<file path="src/rtl/core/d2q9_pkg.sv">
// Shared types, constants and helper functions of the D2Q9 BGK collision pipeline.
package d2q9_pkg;

  // Word format of the distributions.
  localparam int WORD_BITS  = 32;
  localparam int FRAC_BITS  = 28;
  localparam int RELAX_BITS = 30;
  localparam int FORCE_BITS = 29;
  localparam int NUM_DIRS   = 9;
  localparam int FIRST_DIAG = 5;

  // Configuration port.
  localparam int CFG_IDX_BITS  = 2;
  localparam int CFG_DATA_BITS = RELAX_BITS;

  // Internal widths.
  localparam int SUM_BITS  = WORD_BITS + 4;
  localparam int MAG_BITS  = WORD_BITS + 3;
  localparam int RHO_BITS  = WORD_BITS - 1;
  localparam int POLY_BITS = WORD_BITS + 8;
  localparam int WR_BITS   = RHO_BITS - 1;

  // Velocity divider: quotient bits retired per pipeline stage.
  localparam int DIV_BITS_PER_STAGE = 2;
  localparam int DIV_STEPS          = WORD_BITS / DIV_BITS_PER_STAGE;
  localparam int DIV_LAT            = DIV_STEPS + 1;

  // Reciprocal constants for the divisions by nine and by three.
  localparam int M9_SHIFT = 35;
  localparam logic [31:0] M9 = 32'd3817748707;
  localparam int M3_SHIFT = 31;
  localparam logic [29:0] M3 = 30'd715827882;

  localparam logic signed [63:0] WORD_MAX64 = (64'sd1 <<< (WORD_BITS - 1)) - 64'sd1;
  localparam logic signed [63:0] WORD_MIN64 = -WORD_MAX64 - 64'sd1;
  localparam logic signed [63:0] ONE64      = 64'sd1 <<< FRAC_BITS;

  typedef logic signed [WORD_BITS-1:0] word_t;

  // Lattice vectors in the order of the payload fields.
  localparam int DIR_X [NUM_DIRS] = '{0, 1, 0, -1, 0, 1, -1, -1, 1};
  localparam int DIR_Y [NUM_DIRS] = '{0, 0, 1, 0, -1, 1, 1, -1, -1};

  typedef enum logic [CFG_IDX_BITS-1:0] {
    CFG_RELAX_RATE = 2'd0,
    CFG_FORCE_X    = 2'd1,
    CFG_FORCE_Y    = 2'd2
  } cfg_idx_e;

  typedef struct packed {
    logic  is_wall;
    word_t f_rest;
    word_t f_east;
    word_t f_north;
    word_t f_west;
    word_t f_south;
    word_t f_northeast;
    word_t f_northwest;
    word_t f_southwest;
    word_t f_southeast;
  } cell_in_t;

  typedef struct packed {
    word_t      g_rest;
    word_t      g_east;
    word_t      g_north;
    word_t      g_west;
    word_t      g_south;
    word_t      g_northeast;
    word_t      g_northwest;
    word_t      g_southwest;
    word_t      g_southeast;
    logic [3:0] negative_clamps;
    logic       nonfinite_flag;
  } cell_out_t;

  // Saturate a wide signed value to the word range.
  function automatic word_t sat_word(input logic signed [63:0] v);
    if (v > WORD_MAX64) begin
      return word_t'(WORD_MAX64);
    end else if (v < WORD_MIN64) begin
      return word_t'(WORD_MIN64);
    end
    return word_t'(v);
  endfunction

  // floor(4*r/9) for a remainder of a division by nine.
  function automatic logic [1:0] four_r_div9(input logic [3:0] r);
    logic [1:0] res;
    case (r)
      4'd3, 4'd4: res = 2'd1;
      4'd5, 4'd6: res = 2'd2;
      4'd7, 4'd8: res = 2'd3;
      default:    res = 2'd0;
    endcase
    return res;
  endfunction

endpackage

</file>
<file path="src/rtl/core/d2q9_div.sv">
// Pipelined restoring divider for (magnitude << FRAC_BITS) / density.
module d2q9_div (
  input  logic                             clk_i,
  input  logic [d2q9_pkg::MAG_BITS-1:0]    mag_i,
  input  logic [d2q9_pkg::RHO_BITS-1:0]    rho_i,
  output logic [d2q9_pkg::WORD_BITS-1:0]   quo_o,
  output logic                             ovf_o
);
  import d2q9_pkg::*;

  localparam int LOW_BITS = WORD_BITS - FRAC_BITS;

  typedef struct packed {
    logic [RHO_BITS-1:0]  rem;
    logic [WORD_BITS-1:0] quo;
    logic [WORD_BITS-1:0] low;
    logic [RHO_BITS-1:0]  den;
    logic                 ovf;
  } div_st_t;

  div_st_t st_q [DIV_LAT];
  div_st_t st_in;
  logic [RHO_BITS-1:0] hi;

  // One stage retires DIV_BITS_PER_STAGE quotient bits.
  function automatic div_st_t div_step(input div_st_t s);
    div_st_t       n;
    logic [RHO_BITS:0] trial;
    n = s;
    for (int j = 0; j < DIV_BITS_PER_STAGE; j++) begin
      trial = {n.rem, n.low[WORD_BITS-1]};
      n.low = {n.low[WORD_BITS-2:0], 1'b0};
      if (trial >= {1'b0, n.den}) begin
        n.rem = RHO_BITS'(trial - {1'b0, n.den});
        n.quo = {n.quo[WORD_BITS-2:0], 1'b1};
      end else begin
        n.rem = trial[RHO_BITS-1:0];
        n.quo = {n.quo[WORD_BITS-2:0], 1'b0};
      end
    end
    return n;
  endfunction

  // The upper numerator bits form the first remainder; a quotient that
  // cannot fit the word is flagged as overflow.
  always_comb begin
    hi        = mag_i[MAG_BITS-1:LOW_BITS];
    st_in.ovf = (hi >= rho_i);
    st_in.rem = st_in.ovf ? '0 : hi;
    st_in.quo = '0;
    st_in.low = {mag_i[LOW_BITS-1:0], {FRAC_BITS{1'b0}}};
    st_in.den = rho_i;
  end

  // Divider stages.
  always_ff @(posedge clk_i) begin
    st_q[0] <= st_in;
    for (int s = 0; s < DIV_STEPS; s++) begin
      st_q[s+1] <= div_step(st_q[s]);
    end
  end

  assign quo_o = st_q[DIV_STEPS].quo;
  assign ovf_o = st_q[DIV_STEPS].ovf;

endmodule

</file>
<file path="config.mk">
export PLATFORM = sky130hd
export DESIGN_NAME = d2q9_div
export DESIGN_NICKNAME = d
export VERILOG_FILES = /design/src/rtl/core/d2q9_pkg.sv /design/src/rtl/core/d2q9_div.sv
export SDC_FILE = /design/constraint.sdc
export NUM_CORES = 2
export LEC_CHECK = 0
export ABC_AREA = 1
export ABC_CLOCK_PERIOD_IN_PS = 10800
export BUFFER_PORTS_ARGS = -buffer_cell sky130_fd_sc_hd__buf_2
export CAP_MARGIN = 20
export CORE_MARGIN = 4
export CORE_UTILIZATION = 45
export DETAILED_ROUTE_END_ITERATION = 10
export SETUP_SLACK_MARGIN = 0.05
export SLEW_MARGIN = 20
export SYNTH_ARGS = -nofsm -noshare
export SYNTH_HDL_FRONTEND = slang
export SYNTH_SLANG_ARGS = --single-unit
</file>
<file path="constraint.sdc">
create_clock -name clk_i -period 10.8 [get_ports clk_i]
set_input_delay 1.08 -clock clk_i [delete_from_list [all_inputs] [get_ports clk_i]]
set_output_delay 1.08 -clock clk_i [all_outputs]
set_load 0.02 [all_outputs]
</file>
==> results_dict.tcl <==
set metrics [dict create \
    cts_setup_buffers 0 \
    dpl.hpwl_um 288100 \
    ctsResizeCount 0 \
    cts_buffers 147 \
    ys_seq_elements 1287 \
    fillCellCount 22370 \
    yosysTopAreaCell "dfxtp_1" \
    firstDrtPassIters 6 \
    worst_slack_ns 4.614 \
    synthFlopType "dfxtp_1" \
    worst_ep_required_time_ns 11.55 \
    setup_viol 0 \
    die-area_um2 222600 \
    tightestPinTransition_ns 1.070 \
    ys_top_cells_by_area "dfxtp_1 (27%), nand2_1 (17%), ha_1 (13%), inv_1 (7.0%), a21oi_1 (5.8%)" \
    synth_top_area_share_pct 26.62 \
    grtUsageTotal_pct 29.44 \
    overflow 0 \
    drc 0 \
    slew_viol_final 0 \
    gp_congestion 0.9918 \
    grt_pass1_wl_um 514600 \
    hold_viol_final 0 \
    largest_reg_flops 1287 \
    final_cells 17670 \
    ctsHtreeMaxLevel 4 \
    fp.dieH_um 471.8 \
    synthesis.nets 15790 \
    status "completed" \
    initial_core_util_pct 45.46 \
    worstSetupPathType "reg -> reg" \
    cts_tree "built" \
    ys_warn_count 0 \
    syn_area_um2 96800 \
    rows 169 \
    reg_top3 "st_q (1287)" \
    max-slew-margin-rel_pct 28.64 \
    place_worst_setup_slack_ns 4.760 \
    cp-start-kind "flip-flop" \
    critPathCaptureType "flip-flop" \
    seq_area_um2 25760 \
    clk_pin_slew_ns 0.06 \
    fin_skew_ns 0.02846 \
    crit_fanout 40 \
    synth_cell_type_count 64 \
    drv_cap 0 \
    clock-sinks 1287 \
    viasPerCell 5.280 \
    synthArstFlopShare_pct 0 \
    clk_path_buf_depth 3 \
    arrival_ns 6.93 \
    layout-drive-gt1-share_pct 4.555 \
    min_period_ns 6.186 \
    synth_edf_count 0 \
    final_util_pct 49.11 \
    wire_per_inst_um 19.23 \
    avgSynthCellArea_um2 6.586 \
    grt_pass1_vias 89730 \
    grt_max_degree 54 \
    fp.coreArea_um2 212900 \
    syn_inst 14700 \
    dp.cells 17390 \
    drt_wl_total_um 339800 \
    drt_iter0_drc 6356 \
    io_buffers 99 \
    tns_ns 0 \
    antenna_found_initial 6 \
    clk_latency_ns 0.83 \
    vias 93260 \
    synth.yosys.seq_area_share_pct 26.62 \
    rsz0062_at_grt "no" \
    root_buffer "clkbuf_16" \
    fin_crit_sh_pct 57.27 \
    min_path_type "reg -> reg" \
    regMostFlops "st_q" \
    io_pins 100 \
    hold_buffers 0 \
    clock.fmax_mhz 161.7 \
    dieWidth_um 471.8 \
    num-nets-final 15810 \
    multiInputGateArea_um2 62480 \
    ant_nets 0 \
    area.growth.synth_to_final_pct 8.028 \
]
==> area by class of cell <==
class,count,area share (%)
clock buffer,172,3.744
clock inverter,98,1.274
inverter,1841,6.615
tap,2821,3.375
timing repair buffer,116,0.5958
multi-input combinational,11330,59.75
antenna,3,0.007179
sequential,1287,24.64
==> critical path, stage by stage, from the launching register on <==
cell and delay [ns]:
dfxtp_1 0.42, inv_1 0.16, fa_1 0.46, nand2_1 0.12
o21ai_2 0.09, nand2_1 0.07, nand2_1 0.11, nand2_1 0.11
nand2_2 0.09, nand2_1 0.11, nand3_2 0.46, inv_2 0.73
nand2_1 0.10, o21ai_1 0.16, ha_1 0.33, nand2_1 0.15
inv_1 0.05, a21oi_1 0.20, o21ai_0 0.17, a21o_1 0.23
nand2_1 0.07, nand2_1 0.07, nand2_1 0.08, nand3_2 0.47
nor2_4 0.83, nand2_1 0.14, nand2_1 0.11
==> metrics by stage <==
| stage | hold slack (ns) | cell area, um2 |
|---|---|---|
| after floorplan | 0.3096 | 96800 |
| after global placement | 0.3097 | 99320 |
| after global routing | 0.3198 | 104600 |
| after detailed placement | 0.3121 | 99320 |
| final | 0.3157 | 104600 |
| after CTS | 0.3095 | 104600 |
==> cells by family (layout without fill, tap and decap cells) <==
group           Yosys count  count (layout)  synth area share [%]
simple gates           7031            7031                 29.87
compound gates         2611            2611                 15.31
buf+inv                2083            2227                 8.838
flops                  1287            1287                 26.62
fa+ha+maj              1026            1026                 13.40
xor+xnor                659             659                 5.962
other cells               0               3                     0
==> cells in the final DEF (no fill, tap or decap), types with 15 or more instances in the layout <==
| master | n |
|---|---|
| nor4_1 | 21 |
| a21oi_1 | 1125 |
| o211ai_1 | 55 |
| clkinvlp_4 | 19 |
| nor3_1 | 214 |
| a21boi_0 | 62 |
| a31oi_1 | 38 |
| fa_1 | 18 |
| clkinv_2 | 15 |
| nand3b_1 | 51 |
| ha_1 | 1008 |
| dfxtp_1 | 1287 |
| buf_2 | 99 |
| buf_4 | 17 |
| xor2_1 | 390 |
| nor2_1 | 1309 |
| xnor2_1 | 269 |
| inv_1 | 1804 |
| o21ai_0 | 659 |
| inv_2 | 34 |
| o21ai_2 | 68 |
| inv_6 | 18 |
| bufinv_16 | 20 |
| nand3_1 | 776 |
| o21ai_1 | 173 |
| or2_2 | 96 |
| o21bai_1 | 197 |
| clkbuf_16 | 149 |
| nand2_1 | 4322 |
| nand2_2 | 21 |
| nand4_1 | 137 |
| a21o_1 | 143 |
| o21a_1 | 45 |
==> final timing paths <==
kind                                            start               endpoint  slack, ns  cells past startpoint
worst min register to register  st_q[0][1705]$_DFF_P_  st_q[0][1832]$_DFF_P_       0.32                      0
worst max-delay path            st_q[0][1376]$_DFF_P_  st_q[0][1617]$_DFF_P_       4.61                     26
worst max register to register  st_q[0][1376]$_DFF_P_  st_q[0][1617]$_DFF_P_       4.61                     26
worst min-delay path            st_q[0][1705]$_DFF_P_  st_q[0][1832]$_DFF_P_       0.32                      0
==> synthesized netlist by cell type, types with 5 or more instances <==
library cell,instances
o221a_2,14
nor4_1,21
nand3b_1,51
o21ai_1,173
nand2_1,4322
a211oi_1,7
xor2_1,390
buf_6,40
o21a_1,45
nand3_2,14
or2_1,5
a31oi_1,38
a21oi_2,12
nand3_1,776
o21bai_1,197
clkbuf_2,5
xnor2_1,269
buf_4,84
or2_2,96
clkbuf_1,21
nor2_1,1309
a21o_1,143
o21ai_2,68
inv_2,34
and3_1,9
buf_1,6
nand4_1,137
nand2_2,21
nor3_1,214
o211ai_1,55
dfxtp_1,1287
ha_1,1008
nor2_2,14
inv_1,1804
a21oi_1,1125
nor2_4,7
fa_1,18
a21boi_0,62
buf_2,86
or2_0,11
o21ai_0,659
==> metal layers <==
layer	GRT usage (%)	share of wire (%)	wire (um)	vias to the layer above
met5	0	0.011	39	-
met4	16.40	6.4	21590	4
met3	3.004	4.5	15130	783
met2	52.56	48	164500	2584
met1	34.44	41	138600	42020
li1	-	-	-	47870
Power is left out: the tool's default activity adds up to more than one toggle a clock period on the data nets, which glitch-free logic cannot reach.
